### config.mk
export PLATFORM = sky130hd
export DESIGN_NAME = segment_loss_estimator_top_flat
export DESIGN_NICKNAME = d
export VERILOG_FILES = /design/src/hw/rtl/sle_pkg.sv /design/src/hw/rtl/sle_req_if.sv /design/src/hw/rtl/sle_rsp_if.sv /design/src/hw/rtl/segment_loss_estimator_top.sv /design/src/hw/rtl/sle_divider.sv /design/src/flat_wrapper.sv
export SDC_FILE = /design/constraint.sdc
export NUM_CORES = 1
export LEC_CHECK = 0
export BUFFER_PORTS_ARGS = -buffer_cell sky130_fd_sc_hd__buf_2
export CORE_AREA = 2 2 200 202
export CTS_BUF_LIST = sky130_fd_sc_hd__clkbuf_8
export DETAILED_ROUTE_END_ITERATION = 16
export DIE_AREA = 0 0 202 204
export PLACE_DENSITY = 0.65
export SYNTH_ARGS = -nofsm -noshare
export SYNTH_HDL_FRONTEND = slang
export SYNTH_SLANG_ARGS = --single-unit
### constraint.sdc
create_clock -name clock -period 9.9 [get_ports clock]
set_input_delay 0.495 -clock clock [delete_from_list [all_inputs] [get_ports clock]]
set_output_delay 0.495 -clock clock [all_outputs]
set_load 0.02 [all_outputs]
### src/hw/rtl/sle_pkg.sv
// Shared types and fixed field widths for the segment loss estimator.
// No dependencies; every other file in hw/rtl imports this package.
package sle_pkg;

   localparam int SENT_W = 16;
   localparam int LOST_W = 16;
   localparam int TIME_W = 32;
   localparam int VAL_W  = 17;

   // Divider status seen by the top-level sequencer.
   typedef struct packed {
      logic busy;
      logic done;
   } div_status_type;

endpackage

### src/hw/rtl/sle_req_if.sv
// Request channel of the segment loss estimator: valid/ready plus one interval item.
// Depends on sle_pkg for the field widths.
interface sle_req_if import sle_pkg::*; ();
   logic              valid;
   logic              ready;
   logic [SENT_W-1:0] sent_count;
   logic [LOST_W-1:0] lost_count;
   logic [TIME_W-1:0] time_stamp;

   modport source (output valid, output sent_count, output lost_count,
                   output time_stamp, input ready);
   modport sink   (input valid, input sent_count, input lost_count,
                   input time_stamp, output ready);
endinterface

### src/hw/rtl/sle_rsp_if.sv
// Response channel of the segment loss estimator: valid/ready plus one result item.
// Depends on sle_pkg for the field widths.
interface sle_rsp_if import sle_pkg::*; ();
   logic              valid;
   logic              ready;
   logic [VAL_W-1:0]  loss_estimate;
   logic [VAL_W-1:0]  loss_variance;
   logic [TIME_W-1:0] loss_epoch;
   logic              rejected;

   modport source (output valid, output loss_estimate, output loss_variance,
                   output loss_epoch, output rejected, input ready);
   modport sink   (input valid, input loss_estimate, input loss_variance,
                   input loss_epoch, input rejected, output ready);
endinterface

### src/hw/rtl/segment_loss_estimator_top.sv
// Segment loss estimator: smoothed loss ratio and mean deviation, one result per item.
// Depends on sle_pkg, sle_req_if, sle_rsp_if and sle_divider.
//
// Each request item closes one measuring interval and yields exactly one response item
// carrying the state after the update. The loss ratio lost*LOSS_SCALE/sent comes from a
// bit-serial divider that retires one quotient bit per cycle. An item with lost >= sent
// skips the divider; an item with a zero sent count is rejected and leaves the state
// alone. One item is in flight at a time; a finished response waits in its output
// register without blocking the next request, and the sequencer only stalls at its last
// step if that register is still full.
module segment_loss_estimator_top import sle_pkg::*; #(
   parameter int LOSS_SCALE = 65536,
   parameter int COUNT_BITS = 16
) (
   input  logic         clock,
   input  logic         reset,
   sle_req_if.sink      req_ch,
   sle_rsp_if.source    rsp_ch
);

   localparam int SB = $clog2(LOSS_SCALE + 1);
   localparam int PW = COUNT_BITS + SB;
   localparam logic [VAL_W-1:0] SCALE_V = VAL_W'(LOSS_SCALE);
   localparam logic [VAL_W-1:0] VAL_MAX = {VAL_W{1'b1}};

   typedef enum logic [2:0] {
      ST_IDLE,
      ST_DIVIDE,
      ST_LOSS,
      ST_VAR,
      ST_HOLD
   } state_type;

   state_type         state_ff, state_in;
   logic [VAL_W-1:0]  loss_ff, loss_in;
   logic [VAL_W-1:0]  var_ff, var_in;
   logic [TIME_W-1:0] epoch_ff, epoch_in;
   logic [VAL_W-1:0]  ratio_ff, ratio_in;
   logic [TIME_W-1:0] time_ff, time_in;
   logic              rej_ff, rej_in;

   logic              rsp_valid_ff, rsp_valid_in;
   logic [VAL_W-1:0]  rsp_loss_ff, rsp_loss_in;
   logic [VAL_W-1:0]  rsp_var_ff, rsp_var_in;
   logic [TIME_W-1:0] rsp_epoch_ff, rsp_epoch_in;
   logic              rsp_rej_ff, rsp_rej_in;

   logic [COUNT_BITS-1:0] sent_m;
   logic [COUNT_BITS-1:0] lost_m;
   logic                  accept;
   logic                  div_start;
   logic [PW-1:0]         product;
   logic [PW-1:0]         quotient;
   div_status_type        div_status;

   logic [VAL_W-1:0]      step;
   logic [VAL_W-1:0]      gap;
   logic [VAL_W:0]        var_sum;

   assign sent_m  = req_ch.sent_count[COUNT_BITS-1:0];
   assign lost_m  = req_ch.lost_count[COUNT_BITS-1:0];
   assign accept  = req_ch.valid && req_ch.ready;
   assign product = PW'(lost_m) * PW'(LOSS_SCALE);
   // Ratios at or above one saturate without a division.
   assign div_start = accept && (sent_m != '0) && (lost_m < sent_m);

   sle_divider #(
      .DW(PW),
      .VW(COUNT_BITS)
   ) u_div (
      .clock   (clock),
      .reset   (reset),
      .start   (div_start),
      .dividend(product),
      .divisor (sent_m),
      .quotient(quotient),
      .status  (div_status)
   );

   always_comb begin
      state_in     = state_ff;
      loss_in      = loss_ff;
      var_in       = var_ff;
      epoch_in     = epoch_ff;
      ratio_in     = ratio_ff;
      time_in      = time_ff;
      rej_in       = rej_ff;
      rsp_valid_in = rsp_valid_ff;
      rsp_loss_in  = rsp_loss_ff;
      rsp_var_in   = rsp_var_ff;
      rsp_epoch_in = rsp_epoch_ff;
      rsp_rej_in   = rsp_rej_ff;
      step         = '0;
      gap          = '0;
      var_sum      = '0;

      if (rsp_valid_ff && rsp_ch.ready) begin
         rsp_valid_in = 1'b0;
      end

      case (state_ff)
         ST_IDLE: begin
            if (accept) begin
               time_in  = req_ch.time_stamp;
               ratio_in = SCALE_V;
               rej_in   = (sent_m == '0);
               if (sent_m == '0) begin
                  state_in = ST_HOLD;
               end else if (lost_m >= sent_m) begin
                  state_in = ST_LOSS;
               end else begin
                  state_in = ST_DIVIDE;
               end
            end
         end
         ST_DIVIDE: begin
            if (div_status.done) begin
               ratio_in = quotient[VAL_W-1:0];
               state_in = ST_LOSS;
            end
         end
         ST_LOSS: begin
            // Move one eighth of the way toward the ratio; decay the variance by a quarter.
            if (ratio_ff >= loss_ff) begin
               step    = (ratio_ff - loss_ff) >> 3;
               loss_in = loss_ff + step;
            end else begin
               step    = (loss_ff - ratio_ff) >> 3;
               loss_in = loss_ff - step;
            end
            var_in   = var_ff - (var_ff >> 2);
            state_in = ST_VAR;
         end
         ST_VAR: begin
            gap      = (ratio_ff >= loss_ff) ? (ratio_ff - loss_ff) : (loss_ff - ratio_ff);
            var_sum  = {1'b0, var_ff} + {1'b0, gap >> 2};
            var_in   = var_sum[VAL_W] ? VAL_MAX : var_sum[VAL_W-1:0];
            epoch_in = time_ff;
            state_in = ST_HOLD;
         end
         ST_HOLD: begin
            if (!rsp_valid_ff || rsp_ch.ready) begin
               rsp_valid_in = 1'b1;
               rsp_loss_in  = loss_ff;
               rsp_var_in   = var_ff;
               rsp_epoch_in = epoch_ff;
               rsp_rej_in   = rej_ff;
               state_in     = ST_IDLE;
            end
         end
         default: begin
            state_in = ST_IDLE;
         end
      endcase
   end

   always_ff @(posedge clock) begin
      if (reset) begin
         state_ff     <= ST_IDLE;
         loss_ff      <= '0;
         var_ff       <= '0;
         epoch_ff     <= '0;
         rsp_valid_ff <= 1'b0;
      end else begin
         state_ff     <= state_in;
         loss_ff      <= loss_in;
         var_ff       <= var_in;
         epoch_ff     <= epoch_in;
         rsp_valid_ff <= rsp_valid_in;
      end
      ratio_ff     <= ratio_in;
      time_ff      <= time_in;
      rej_ff       <= rej_in;
      rsp_loss_ff  <= rsp_loss_in;
      rsp_var_ff   <= rsp_var_in;
      rsp_epoch_ff <= rsp_epoch_in;
      rsp_rej_ff   <= rsp_rej_in;
   end

   assign req_ch.ready         = (state_ff == ST_IDLE) && !div_status.busy;
   assign rsp_ch.valid         = rsp_valid_ff;
   assign rsp_ch.loss_estimate = rsp_loss_ff;
   assign rsp_ch.loss_variance = rsp_var_ff;
   assign rsp_ch.loss_epoch    = rsp_epoch_ff;
   assign rsp_ch.rejected      = rsp_rej_ff;

endmodule

### src/hw/rtl/sle_divider.sv
// Bit-serial restoring divider: one quotient bit per cycle, MSB first.
// Depends on sle_pkg for the status struct.
module sle_divider import sle_pkg::*; #(
   parameter int DW = 33,
   parameter int VW = 16
) (
   input  logic           clock,
   input  logic           reset,
   input  logic           start,
   input  logic [DW-1:0]  dividend,
   input  logic [VW-1:0]  divisor,
   output logic [DW-1:0]  quotient,
   output div_status_type status
);

   localparam int CW = $clog2(DW + 1);

   logic [DW-1:0] num_ff, num_in;
   logic [VW-1:0] rem_ff, rem_in;
   logic [VW-1:0] den_ff, den_in;
   logic [CW-1:0] cnt_ff, cnt_in;
   logic          done_ff, done_in;

   logic [VW:0]   trial;
   logic [VW:0]   diff;
   logic          qbit;

   // The dividend shifts out at the top while quotient bits shift in at the bottom.
   always_comb begin
      trial   = {rem_ff, num_ff[DW-1]};
      diff    = trial - {1'b0, den_ff};
      qbit    = (trial >= {1'b0, den_ff});
      num_in  = num_ff;
      rem_in  = rem_ff;
      den_in  = den_ff;
      cnt_in  = cnt_ff;
      done_in = 1'b0;
      if (start) begin
         num_in = dividend;
         rem_in = '0;
         den_in = divisor;
         cnt_in = CW'(DW);
      end else if (cnt_ff != '0) begin
         num_in  = {num_ff[DW-2:0], qbit};
         rem_in  = qbit ? diff[VW-1:0] : trial[VW-1:0];
         cnt_in  = cnt_ff - CW'(1);
         done_in = (cnt_ff == CW'(1));
      end
   end

   always_ff @(posedge clock) begin
      if (reset) begin
         cnt_ff  <= '0;
         done_ff <= 1'b0;
      end else begin
         cnt_ff  <= cnt_in;
         done_ff <= done_in;
      end
      num_ff <= num_in;
      rem_ff <= rem_in;
      den_ff <= den_in;
   end

   assign quotient    = num_ff;
   assign status.busy = (cnt_ff != '0);
   assign status.done = done_ff;

endmodule

### src/flat_wrapper.sv
// flat-port wrapper written by rule: the top's interface ports become plain ports
module segment_loss_estimator_top_flat import sle_pkg::*;
#(
   parameter int LOSS_SCALE = 65536,
   parameter int COUNT_BITS = 16
)
  (clock, reset, req_ch_valid, req_ch_sent_count, req_ch_lost_count, req_ch_time_stamp, req_ch_ready, rsp_ch_valid, rsp_ch_loss_estimate, rsp_ch_loss_variance, rsp_ch_loss_epoch, rsp_ch_rejected, rsp_ch_ready);
  sle_req_if req_ch_i ();
  sle_rsp_if rsp_ch_i ();
  input  logic clock;
  input  logic reset;
  input wire logic [$bits(req_ch_i.valid)-1:0] req_ch_valid;
  input wire logic [$bits(req_ch_i.sent_count)-1:0] req_ch_sent_count;
  input wire logic [$bits(req_ch_i.lost_count)-1:0] req_ch_lost_count;
  input wire logic [$bits(req_ch_i.time_stamp)-1:0] req_ch_time_stamp;
  output wire logic [$bits(req_ch_i.ready)-1:0] req_ch_ready;
  output wire logic [$bits(rsp_ch_i.valid)-1:0] rsp_ch_valid;
  output wire logic [$bits(rsp_ch_i.loss_estimate)-1:0] rsp_ch_loss_estimate;
  output wire logic [$bits(rsp_ch_i.loss_variance)-1:0] rsp_ch_loss_variance;
  output wire logic [$bits(rsp_ch_i.loss_epoch)-1:0] rsp_ch_loss_epoch;
  output wire logic [$bits(rsp_ch_i.rejected)-1:0] rsp_ch_rejected;
  input wire logic [$bits(rsp_ch_i.ready)-1:0] rsp_ch_ready;
  assign req_ch_i.valid = req_ch_valid;
  assign req_ch_i.sent_count = req_ch_sent_count;
  assign req_ch_i.lost_count = req_ch_lost_count;
  assign req_ch_i.time_stamp = req_ch_time_stamp;
  assign req_ch_ready = req_ch_i.ready;
  assign rsp_ch_valid = rsp_ch_i.valid;
  assign rsp_ch_loss_estimate = rsp_ch_i.loss_estimate;
  assign rsp_ch_loss_variance = rsp_ch_i.loss_variance;
  assign rsp_ch_loss_epoch = rsp_ch_i.loss_epoch;
  assign rsp_ch_rejected = rsp_ch_i.rejected;
  assign rsp_ch_i.ready = rsp_ch_ready;
  segment_loss_estimator_top #(.LOSS_SCALE(LOSS_SCALE), .COUNT_BITS(COUNT_BITS)) u_core (.clock(clock), .reset(reset), .req_ch(req_ch_i), .rsp_ch(rsp_ch_i));
endmodule
==> results of run 1 <==
[kinds of logic after synthesis]
logic type / count (synthesis)
DFF: 259
AOI/OAI and AO/OA: 417
xor gates and xnor gates: 85
and+or+nand+nor: 441
buffers and inverters: 182
muxes: 19
adders and majority gates: 118
[registers in the layout (all words and copies together), names as in the netlist]
name	cells
u_core.epoch_ff	32
u_core.loss_ff	17
u_core.ratio_ff	17
u_core.rej_ff	1
u_core.rsp_ch.loss_epoch	32
u_core.rsp_ch.loss_estimate	17
u_core.rsp_ch.loss_variance	17
u_core.rsp_ch.rejected	1
u_core.rsp_ch.valid	1
u_core.state_ff	3
u_core.time_ff	32
u_core.u_div.cnt_ff	6
u_core.u_div.den_ff	16
u_core.u_div.done_ff	1
u_core.u_div.quotient	33
u_core.u_div.rem_ff	16
u_core.var_ff	17
[routing by layer]
| layer | vias up | share of wire (%) | global-route usage, % |
|---|---|---|---|
| met3 | 72 | 4.9 | 3.20 |
| met5 | - | 0 | 0 |
| met4 | 0 | 2.9 | 6.36 |
| met1 | 5374 | 45 | 23.2 |
| met2 | 249 | 47 | 29.4 |
| li1 | 5717 | - | - |
[cells in the final DEF (no fill, tap or decap), types with 21 or more instances in the layout]
cell type  count
nand2_1      186
a21oi_1      152
edfxtp_1     149
buf_2        136
inv_1        135
ha_1         114
dfxtp_1      110
nor2_1        82
clkbuf_8      56
xnor2_1       50
o21ai_0       49
xor2_1        35
a21o_1        33
and2_1        30
nor3_1        29
a211oi_1      26
o21a_1        21
[area by class of cell]
| cell class | instances | area (um2) | share of cell area (%) |
|---|---|---|---|
| multi-input cells | 1080 | 7280 | 43.3 |
| flip-flops and latches | 259 | 6680 | 39.7 |
| clock buffers | 56 | 771 | 4.59 |
| repair buffers | 147 | 763 | 4.54 |
| well taps | 525 | 657 | 3.91 |
| inverters | 117 | 439 | 2.61 |
| clock inverters | 30 | 219 | 1.30 |
| diodes | 1 | 2.50 | 0.0149 |
[worst min-delay path by stage]
stage | endpoint | slack (ps)
global placement | u_core.rsp_ch.rejected | 410
finish | u_core.time_ff[0] | 90
detailed placement | u_core.rsp_ch.rejected | 410
CTS | u_core.time_ff[23] | 50
global route | u_core.time_ff[0] | 40
floorplan | u_core.rsp_ch.rejected | 400
[critical path, cell delays in order (launching register included)]
cell      delay [ps]
edfxtp_1         350
inv_1             60
ha_1             460
and3_1           310
o21ai_1          140
nand4_1          130
a31oi_1          630
o21ai_1          180
nand2_1          720
nor2_1           110
a21oi_1          330
ha_1             270
inv_1             60
fa_1             380
nor2b_1          190
o31a_1           340
o211ai_1         230
a31o_2           260
a21oi_1          240
nand3_1          100
or4b_1           480
o211ai_1         110
mux2_1           340
[stage by stage]
step	hold WS, ps	cells	area (um2)	utilization [%]	setup WS [ps]
floorplan	400	1521	14600	-	4690
global placement	410	2128	15800	40.4	3700
detailed placement	415	2128	15800	40.4	3530
CTS	45.6	2214	16800	42.9	3430
global route	43.9	2214	16800	42.9	2890
finish	89.9	2215	16800	42.9	3360
[power by group through the flow]
stage	sequential [mW]	clock [mW]	combinational, mW
detailed placement	1.58	0	2.87
floorplan	1.53	0	2.28
finish	1.56	1.06	2.90
global route	1.59	1.14	3.25
global placement	1.58	0	2.82
CTS	1.56	1.09	2.90
==> out/metrics.cfg, run 1 <==
[pwr]
power.switching_fraction_pct=42.1
power_mw=5.53
p_switching_mw=2.32
p_clk_share_pct=19.2
pwr_density_cell_nw_per_um2=329
peakVddDrop_v=0.000211
p_comb_share_pct=52.5
leakage_nw=6.85
seq_power_share_pct=28.3
p_int_mw=3.20

[grt]
grt_pass1_vias=11226
grt.overflow.total=0
grt_max_degree=70
grt_pass1_wl_mm=59.2
grt_antenna_before_repair=0
grt_usage_pct=17.7

[clocking]
cts_resized=0
hold_buffers=0
cts_tree=done
clkSinkCount=259
root_buffer=clkbuf_8
post-cts-setup-buffer-count=0
clkTransAtPathRegs_ps=60
clk_latency_ps=590
htree_levels=2
cts_max_path_buffers=3
numCtsBuffers=46

[routing]
vias_per_cell=5.15
ant_nets=0
wirelength_mm=36.4
drt_iter0_markers=578
drt_first_pass_iters=5
wl_per_cell_um=16.4
remaining_drc_errors=0
num_vias=11412

[logic_synthesis]
yosys-top-cells-count=nand2_1, a21oi_1, edfxtp_1
synthAdderAreaFrac_pct=10.3
synth.most_common_cell=nand2_1
muxShareOfSynthArea_pct=1.34
synth_flop_cell=edfxtp_1
synth_area_um2=14600
yosys.area_share.simple_pct=14.4
synth-seq-cells=259
syn-instance-count=1521
yosysSeqAreaShare_pct=45.7
synth_top_family_by_area=compound AO/OA/AOI/OAI gates
ys_top_cells_by_area=edfxtp_1, dfxtp_1, ha_1, a21oi_1, nand2_1
ys_warn_count=0
yosysUniqueCellTypes=82
synth_nets=1707
ys_async_sr_fraction_pct=0
synth_edf_count=149
post_synth.cell_area_avg_um2=9.61
synth_top_area_cell=edfxtp_1
synth_top_area_share_pct=30.6
synth_xor_area_share_pct=5.09
synth_compound_area_share_pct=18.5

[die]
die_h_um=204
die_area_um2=41200
fp.coreArea_um2=39200
start_util_pct=37.3
dieWidth_um=202
pin_count=137
row_count=73

[sta]
max_slew.worst_pin.slew_ps=990
hold_violations=0
slew_headroom_pct=34.0
setup_viol=0
final.period_utilization_pct=66.1
fin_crit_ps=6540
max_freq_ghz=0.153
tns_ps=0
rsz0062_at_grt=no
maxSlewViolCount=0
final.setup_skew_ps=22.6

[setup_path]
crit_type=register to register
end_kind=register
r2r_cells=22
crit_required_ps=10380
cp_data_arrival_time_ps=7020
ff2ff_setup_slack_ps=3360
critPathLaunch=u_core.ratio_ff[4]
r2r_end=u_core.loss_ff[16]
setup.worst_path.end=u_core.loss_ff[16]
start_kind=register
cp_max_fo=25
worstReg2RegStart=u_core.ratio_ff[4]

[finish]
area_delta_synth_final_pct=14.9
nFillCells=3832
drive_gt1_share_pct=14.6
layout.nets=1837

[min_path]
hold_path_depth=1
hp-start=req_ch_time_stamp[0]
worstHoldPathType=input port to register

[run_status]
outcome=complete, no violations

[place]
gp_congestion=0.934
dp_hpwl_mm=26.4
io_buffer_count=136

[flow_run]
max-cap-violations=0

No activity file was read; power rests on OpenSTA's default activity.
==> run 2: changes to the inputs <==
==> constraint.sdc (replaced) <==
create_clock -name clock -period 6.85 [get_ports clock]
set_input_delay 0.3425 -clock clock [delete_from_list [all_inputs] [get_ports clock]]
set_output_delay 0.3425 -clock clock [all_outputs]
set_load 0.02 [all_outputs]
==> run 2 against run 1 <==
Effect of this change:
- clock power up 30%
- global-route usage is 0.24 points higher
- fmax is 6.7% higher
- highest routed layer unchanged
- register-to-register slack got worse by 2600 ps
- critical path type unchanged
- largest power group unchanged
==> out/metrics.cfg, run 2 (same netlist as run 1, synthesis figures left out) <==
[sta]
setup_viol=0  ; unchanged
max_slew.worst_pin.slew_ps=998  ; was 990 ps
rsz0062_at_grt=no  ; unchanged
tns_ps=0  ; unchanged
max_freq_ghz=0.163  ; was 0.153 GHz
fin_crit_ps=6130  ; was 6540 ps
slew_headroom_pct=33.5  ; was 34.0%
fin_hold_ws_ps=67.3  ; was 89.9 ps
final.period_utilization_pct=89.5  ; was 66.1%
maxSlewViolCount=0  ; unchanged
final.setup_skew_ps=31.2  ; was 22.6 ps
hold_violations=0  ; unchanged

[die]
die_area_um2=41200  ; unchanged
start_util_pct=37.3  ; unchanged
dieWidth_um=202  ; unchanged
pin_count=137  ; unchanged
die_h_um=204  ; unchanged
row_count=73  ; unchanged
fp.coreArea_um2=39200  ; unchanged

[finish]
nFillCells=3790  ; was 3832
final_area_um2=17200  ; was 16800 um2
layout_commonest_cell=nand2_1  ; unchanged
layout_common_cells=nand2_1, a21oi_1, edfxtp_1  ; unchanged
layout.nets=1888  ; was 1837
n_antenna_cell=0  ; was 1
largest_reg_flops=33  ; unchanged
drive_gt1_share_pct=14.3  ; was 14.6%
area_delta_synth_final_pct=17.6  ; was 14.9%
final_cells=2263  ; was 2215

[grt]
grt_pass1_vias=11676  ; was 11226
grt_antenna_before_repair=1  ; was 0
grt_max_degree=70  ; unchanged
grt.overflow.total=0  ; unchanged
grt_usage_pct=18.0  ; was 17.7%
grt_pass1_wl_mm=60.0  ; was 59.2 mm

[place]
dp.cells=2133  ; was 2128
dp_hpwl_mm=26.6  ; was 26.4 mm
placed_area_um2=15900  ; was 15800 um2
gp_congestion=0.903  ; was 0.934
io_buffer_count=136  ; unchanged

[setup_path]
cp_num_buf_inv=1  ; was 2
crit_required_ps=7310  ; was 10380 ps
cp_max_fo=12  ; was 25
crit_chain=inv_1, ha_1, and3_1, o21ai_1, nand3_1, a2111oi_2, nor2_1, or3_1, a21oi_1, xnor2_1, o21ai_1, ha_1, and4_1, and2_1, o211ai_1, a31o_2, a21oi_1, nand3_1, or4b_1, o211ai_1, mux2_1  ; was inv_1, ha_1, and3_1, o21ai_1, nand4_1, a31oi_1, o21ai_1, nand2_1, nor2_1, a21oi_1, ha_1, inv_1, fa_1, nor2b_1, o31a_1, o211ai_1, a31o_2, a21oi_1, nand3_1, or4b_1, o211ai_1, mux2_1
end_kind=register  ; unchanged
crit_type=register to register  ; unchanged
max_stage_delay_ps=650  ; was 720 ps
cp_slowest_cell=a2111oi_2  ; was nand2_1
start_kind=register  ; unchanged
ff2ff_setup_slack_ps=720  ; was 3360 ps
cp_top_family=simple AND/OR/NAND/NOR gates  ; was compound AO/OA/AOI/OAI gates
cp_data_arrival_time_ps=6590  ; was 7020 ps

[clocking]
cts_resized=0  ; unchanged
clkSinkCount=259  ; unchanged
cts_tree=done  ; unchanged
cts_max_path_buffers=3  ; unchanged
root_buffer=clkbuf_8  ; unchanged
post-cts-setup-buffer-count=0  ; unchanged
clk_latency_ps=600  ; was 590 ps
clkTransAtPathRegs_ps=70  ; was 60 ps
hold_buffers=48  ; was 0
numCtsBuffers=44  ; was 46
htree_levels=2  ; unchanged

[pwr]
leakage_nw=7.00  ; was 6.85 nW
pwr_density_cell_nw_per_um2=458  ; was 329 nW/um2
peakVddDrop_v=0.000199  ; was 0.000211 V

[routing]
ant_nets=0  ; unchanged
remaining_drc_errors=0  ; unchanged
drt_iter0_markers=583  ; was 578
wirelength_mm=37.4  ; was 36.4 mm
vias_per_cell=5.14  ; was 5.15
wl_per_cell_um=16.5  ; was 16.4 um
num_vias=11623  ; was 11412
drt_first_pass_iters=5  ; unchanged

[run_status]
outcome=complete, no violations  ; unchanged

[flow_run]
max-cap-violations=0  ; unchanged

[min_path]
worstHoldPathType=input port to register  ; unchanged

## run 2: through the flow
stage / power [mW] / setup slack [ps] / util, %
final: 7.88 / 720 / 43.9
after global routing: 8.52 / 377 / 43.9
after CTS: 7.92 / 851 / 43.9
after detailed placement: 6.46 / 907 / 40.5
after global placement: 6.39 / 972 / 40.5
after floorplan: 5.51 / 1640 / -
## run 2: worst register-to-register path: cells and delay by family, from the launching register on
| family | cells | cell delay, ps |
|---|---|---|
| compound gates | 8 | 1950 |
| xor+xnor | 1 | 150 |
| fa+ha+maj | 2 | 820 |
| buf+inv | 1 | 50 |
| flops | 1 | 360 |
| mux | 1 | 340 |
| simple gates | 8 | 2330 |
## run 2: cell type report
class | instances | area (um2) | area share (%)
inverter | 117 | 439 | 2.55
sequential | 259 | 6680 | 38.8
tap | 525 | 657 | 3.82
clock inverter | 33 | 194 | 1.13
timing repair buffer | 200 | 1280 | 7.45
multi-input combinational | 1080 | 7280 | 42.3
clock buffer | 49 | 674 | 3.92
## run 2: power breakdown
| part | internal [mW] | switching, mW |
|---|---|---|
| combinational | 1.75 | 2.48 |
| sequential | 2.05 | 0.211 |
| clock | 0.707 | 0.673 |
## run 2: worst paths after layout
check	from	end	depth (start not counted)
max	u_core.ratio_ff[4]	u_core.loss_ff[16]	21
min	req_ch_lost_count[9]	u_core.u_div.quotient[25]	2
max reg2reg	u_core.ratio_ff[4]	u_core.loss_ff[16]	21
min reg2reg	u_core.epoch_ff[9]	u_core.rsp_ch.loss_epoch[9]	0
## run 2: metal layers
layer	global-route usage (%)	share of wire (%)	up-vias
li1	-	-	5842
met1	23.0	46	5440
met2	30.5	48	270
met3	3.08	4.2	71
met4	6.33	2.7	0
met5	0	0	-
==> run 3: changes to the inputs <==
--- a/config.mk
+++ b/config.mk
@@ -6,11 +6,12 @@
 export NUM_CORES = 1
 export LEC_CHECK = 0
 export BUFFER_PORTS_ARGS = -buffer_cell sky130_fd_sc_hd__buf_2
-export CORE_AREA = 2 2 200 202
+export CORE_AREA = 2 2 246 248
 export CTS_BUF_LIST = sky130_fd_sc_hd__clkbuf_8
 export DETAILED_ROUTE_END_ITERATION = 16
-export DIE_AREA = 0 0 202 204
-export PLACE_DENSITY = 0.65
+export DIE_AREA = 0 0 248 250
+export PLACE_DENSITY = 0.5
 export SYNTH_ARGS = -nofsm -noshare
 export SYNTH_HDL_FRONTEND = slang
+export SYNTH_HIERARCHICAL = 1
 export SYNTH_SLANG_ARGS = --single-unit
==> run 3 against run 2 <==
Effect of this change:
- worst setup slack gained 320 ps
- design area grew 3.2%
- sequential cell count is the same
- combinational power shrank 13%
- utilization shrank 14 points
- synthesized cell count shrank 3.4%
- cell count grew 10%
- clock skew grew 6.1 ps
==> out/metrics.cfg, run 3 <==
[sta]
max_freq_ghz=0.172  ; was 0.163 GHz
final.setup_skew_ps=37.3  ; was 31.2 ps
fin_hold_ws_ps=72.1  ; was 67.3 ps
setup_viol=0  ; unchanged
slew_headroom_pct=29.8  ; was 33.5%
hold_violations=0  ; unchanged
fin_crit_ps=5810  ; was 6130 ps
maxSlewViolCount=0  ; unchanged
final.setup.worst_slack_ps=1040  ; was 720 ps
final.period_utilization_pct=84.9  ; was 89.5%
rsz0062_at_grt=no  ; unchanged
max_slew.worst_pin.slew_ps=1050  ; was 998 ps
tns_ps=0  ; unchanged

[die]
pin_count=137  ; unchanged
row_count=90  ; was 73
dieWidth_um=248  ; was 202 um
die_h_um=250  ; was 204 um
fp.coreArea_um2=59600  ; was 39200 um2
start_util_pct=24.8  ; was 37.3%
die_area_um2=62000  ; was 41200 um2

[setup_path]
r2r_end=u_core/var_ff[13]  ; was u_core.loss_ff[16]
cp_data_arrival_time_ps=6290  ; was 6590 ps
worstReg2RegStart=u_core/loss_ff[7]  ; was u_core.ratio_ff[4]
r2r_cells=21  ; unchanged
cp_max_fo=21  ; was 12
end_kind=register  ; unchanged
crit_required_ps=7320  ; was 7310 ps
crit_type=register to register  ; unchanged
ff2ff_setup_slack_ps=1040  ; was 720 ps
start_kind=register  ; unchanged

[run_status]
outcome=complete, no violations  ; unchanged

[place]
dp_hpwl_mm=27.9  ; was 26.6 mm
pre_cts_ws_ps=1110  ; was 907 ps
dp.cells=2354  ; was 2133
gp_congestion=0.887  ; was 0.903
io_buffer_count=136  ; unchanged

[clocking]
root_buffer=clkbuf_8  ; unchanged
cts_max_path_buffers=3  ; unchanged
clk_latency_ps=630  ; was 600 ps
htree_levels=2  ; unchanged
numCtsBuffers=46  ; was 44
hold_buffers=49  ; was 48
post-cts-setup-buffer-count=0  ; unchanged
cts_tree=done  ; unchanged
cts_resized=0  ; unchanged
clkTransAtPathRegs_ps=70  ; about the same
clkSinkCount=259  ; unchanged

[logic_synthesis]
synth_edf_count=166  ; was 149
syn-instance-count=1470  ; was 1521
synth-seq-cells=259  ; unchanged
synth.most_common_cell=edfxtp_1  ; was nand2_1
post_synth.cell_area_avg_um2=10.0  ; was 9.61 um2
ys_warn_count=6  ; was 0
synth_top_area_cell=edfxtp_1  ; unchanged
ys_async_sr_fraction_pct=0  ; unchanged
synth_top_area_share_pct=33.8  ; was 30.6%
synth_flop_cell=edfxtp_1  ; unchanged
yosysSeqAreaShare_pct=46.4  ; was 45.7%
ys_top_cells_by_area=edfxtp_1, dfxtp_1, ha_1, a21oi_1, nand2_1  ; unchanged
synth_area_um2=14800  ; was 14600 um2
yosysUniqueCellTypes=88  ; was 82
yosys-top-cells-count=edfxtp_1, nand2_1, a21oi_1  ; was nand2_1, a21oi_1, edfxtp_1

[pwr]
pwr_density_cell_nw_per_um2=426  ; was 458 nW/um2
leakage_nw=7.09  ; was 7.00 nW
power_mw=7.55  ; was 7.88 mW
peakVddDrop_v=0.000181  ; was 0.000199 V

[grt]
grt_max_degree=68  ; was 70
grt_antenna_before_repair=1  ; unchanged
grt.overflow.total=0  ; unchanged
grt_pass1_vias=11579  ; was 11676
grt_pass1_wl_mm=61.3  ; was 60.0 mm
grt_usage_pct=12.4  ; was 18.0%

[routing]
wirelength_mm=38.6  ; was 37.4 mm
drt_first_pass_iters=6  ; was 5
vias_per_cell=4.60  ; was 5.14
wl_per_cell_um=15.5  ; was 16.5 um
remaining_drc_errors=0  ; unchanged
num_vias=11448  ; was 11623
ant_nets=0  ; unchanged
drt_iter0_markers=614  ; was 583

[min_path]
hp-start=req_ch_lost_count[15]  ; was req_ch_lost_count[9]
hold_path_depth=2  ; unchanged
holdPathEnd=u_core/u_div/quotient[31]  ; was u_core.u_div.quotient[25]
worstHoldPathType=input port to register  ; unchanged

[finish]
layout.nets=1856  ; was 1888
multiInputGateArea_um2=7290  ; was 7280 um2
drive_gt1_share_pct=16.4  ; was 14.3%
layout_commonest_cell=edfxtp_1  ; was nand2_1
final_cells=2489  ; was 2263
nFillCells=6205  ; was 3790
layout_common_cells=edfxtp_1, nand2_1, buf_2  ; was nand2_1, a21oi_1, edfxtp_1
area_delta_synth_final_pct=20.3  ; was 17.6%
largest_reg_flops=33  ; unchanged
regArea_um2=6850  ; was 6680 um2

[flow_run]
max-cap-violations=0  ; unchanged

run 3: power breakdown:
group / switching, mW / internal, mW / total [mW]
logic: 2.19 / 1.51 / 3.70
registers: 0.220 / 2.11 / 2.33
clock network: 0.682 / 0.837 / 1.52
run 3: worst max-delay path: stages (launching register included):
cell      delay [ps]
dfxtp_1          410
inv_1             70
ha_1             500
and4_4           320
nand2_1           60
a211oi_1         360
o21ai_2          140
o22ai_1          320
o221a_2          510
o21ai_0          150
nand2_1          100
xor2_1            70
ha_1             210
a21o_1           180
a21oi_1          210
nor2b_1           90
o31ai_1          330
a21oi_1          230
a211oi_1         460
o21bai_1         150
a31oi_1          590
a221oi_1         190
run 3: worst max-delay path by stage:
stage / depth (start not counted) / start / to / slack [ps]
global placement: 21 / u_core/loss_ff[7] / u_core/var_ff[13] / 1310
global route: 20 / u_core/loss_ff[9] / u_core/var_ff[13] / 530
finish: 21 / u_core/loss_ff[7] / u_core/var_ff[13] / 1040
CTS: 21 / u_core/loss_ff[7] / u_core/var_ff[13] / 1040
detailed placement: 21 / u_core/loss_ff[7] / u_core/var_ff[13] / 1110
floorplan: 11 / u_core/u_div/cnt_ff[5] / u_core/u_div/quotient[0] / 390
run 3: layout make-up:
class | instances | area share [%]
diodes | 1 | 0.0141
clock buffers | 54 | 4.19
clock inverters | 31 | 1.28
inverters | 112 | 2.37
multi-input cells | 1055 | 41.1
flip-flops and latches | 259 | 38.6
well taps | 782 | 5.51
repair buffers | 195 | 7.02
run 3: kinds of logic (layout without fill, tap and decap cells):
| kind of cell | after synthesis | in the layout | share of synthesized area, % |
|---|---|---|---|
| multiplexers | 43 | 43 | 3.22 |
| adder cells (fa/ha/maj) | 119 | 119 | 10.3 |
| XOR/XNOR | 88 | 88 | 5.22 |
| AND/OR/NAND/NOR | 429 | 429 | 13.9 |
| buffers and inverters | 172 | 392 | 4.79 |
| AO/OA/AOI/OAI | 359 | 359 | 16.1 |
| flip-flops | 259 | 259 | 46.4 |
| other | 1 | 18 | 0.0254 |
run 3: per-stage QoR:
stage | area (um2) | utilization (%)
2_1_floorplan | 14800 | -
3_3_place_gp | 16300 | 27.3
3_5_place_dp | 16300 | 27.3
4_1_cts | 17700 | 29.8
5_1_grt | 17700 | 29.8
6_report | 17800 | 29.8
run 3: layer usage:
layer / track usage (%) / routed length [um] / up-vias / part of all wire, %
li1: - / - / 5676 / -
met1: 15.9 / 17300 / 5443 / 45
met2: 21.1 / 18600 / 259 / 48
met3: 2.18 / 1750 / 70 / 4.5
met4: 4.09 / 959 / 0 / 2.5
met5: 0 / 0 / - / 0
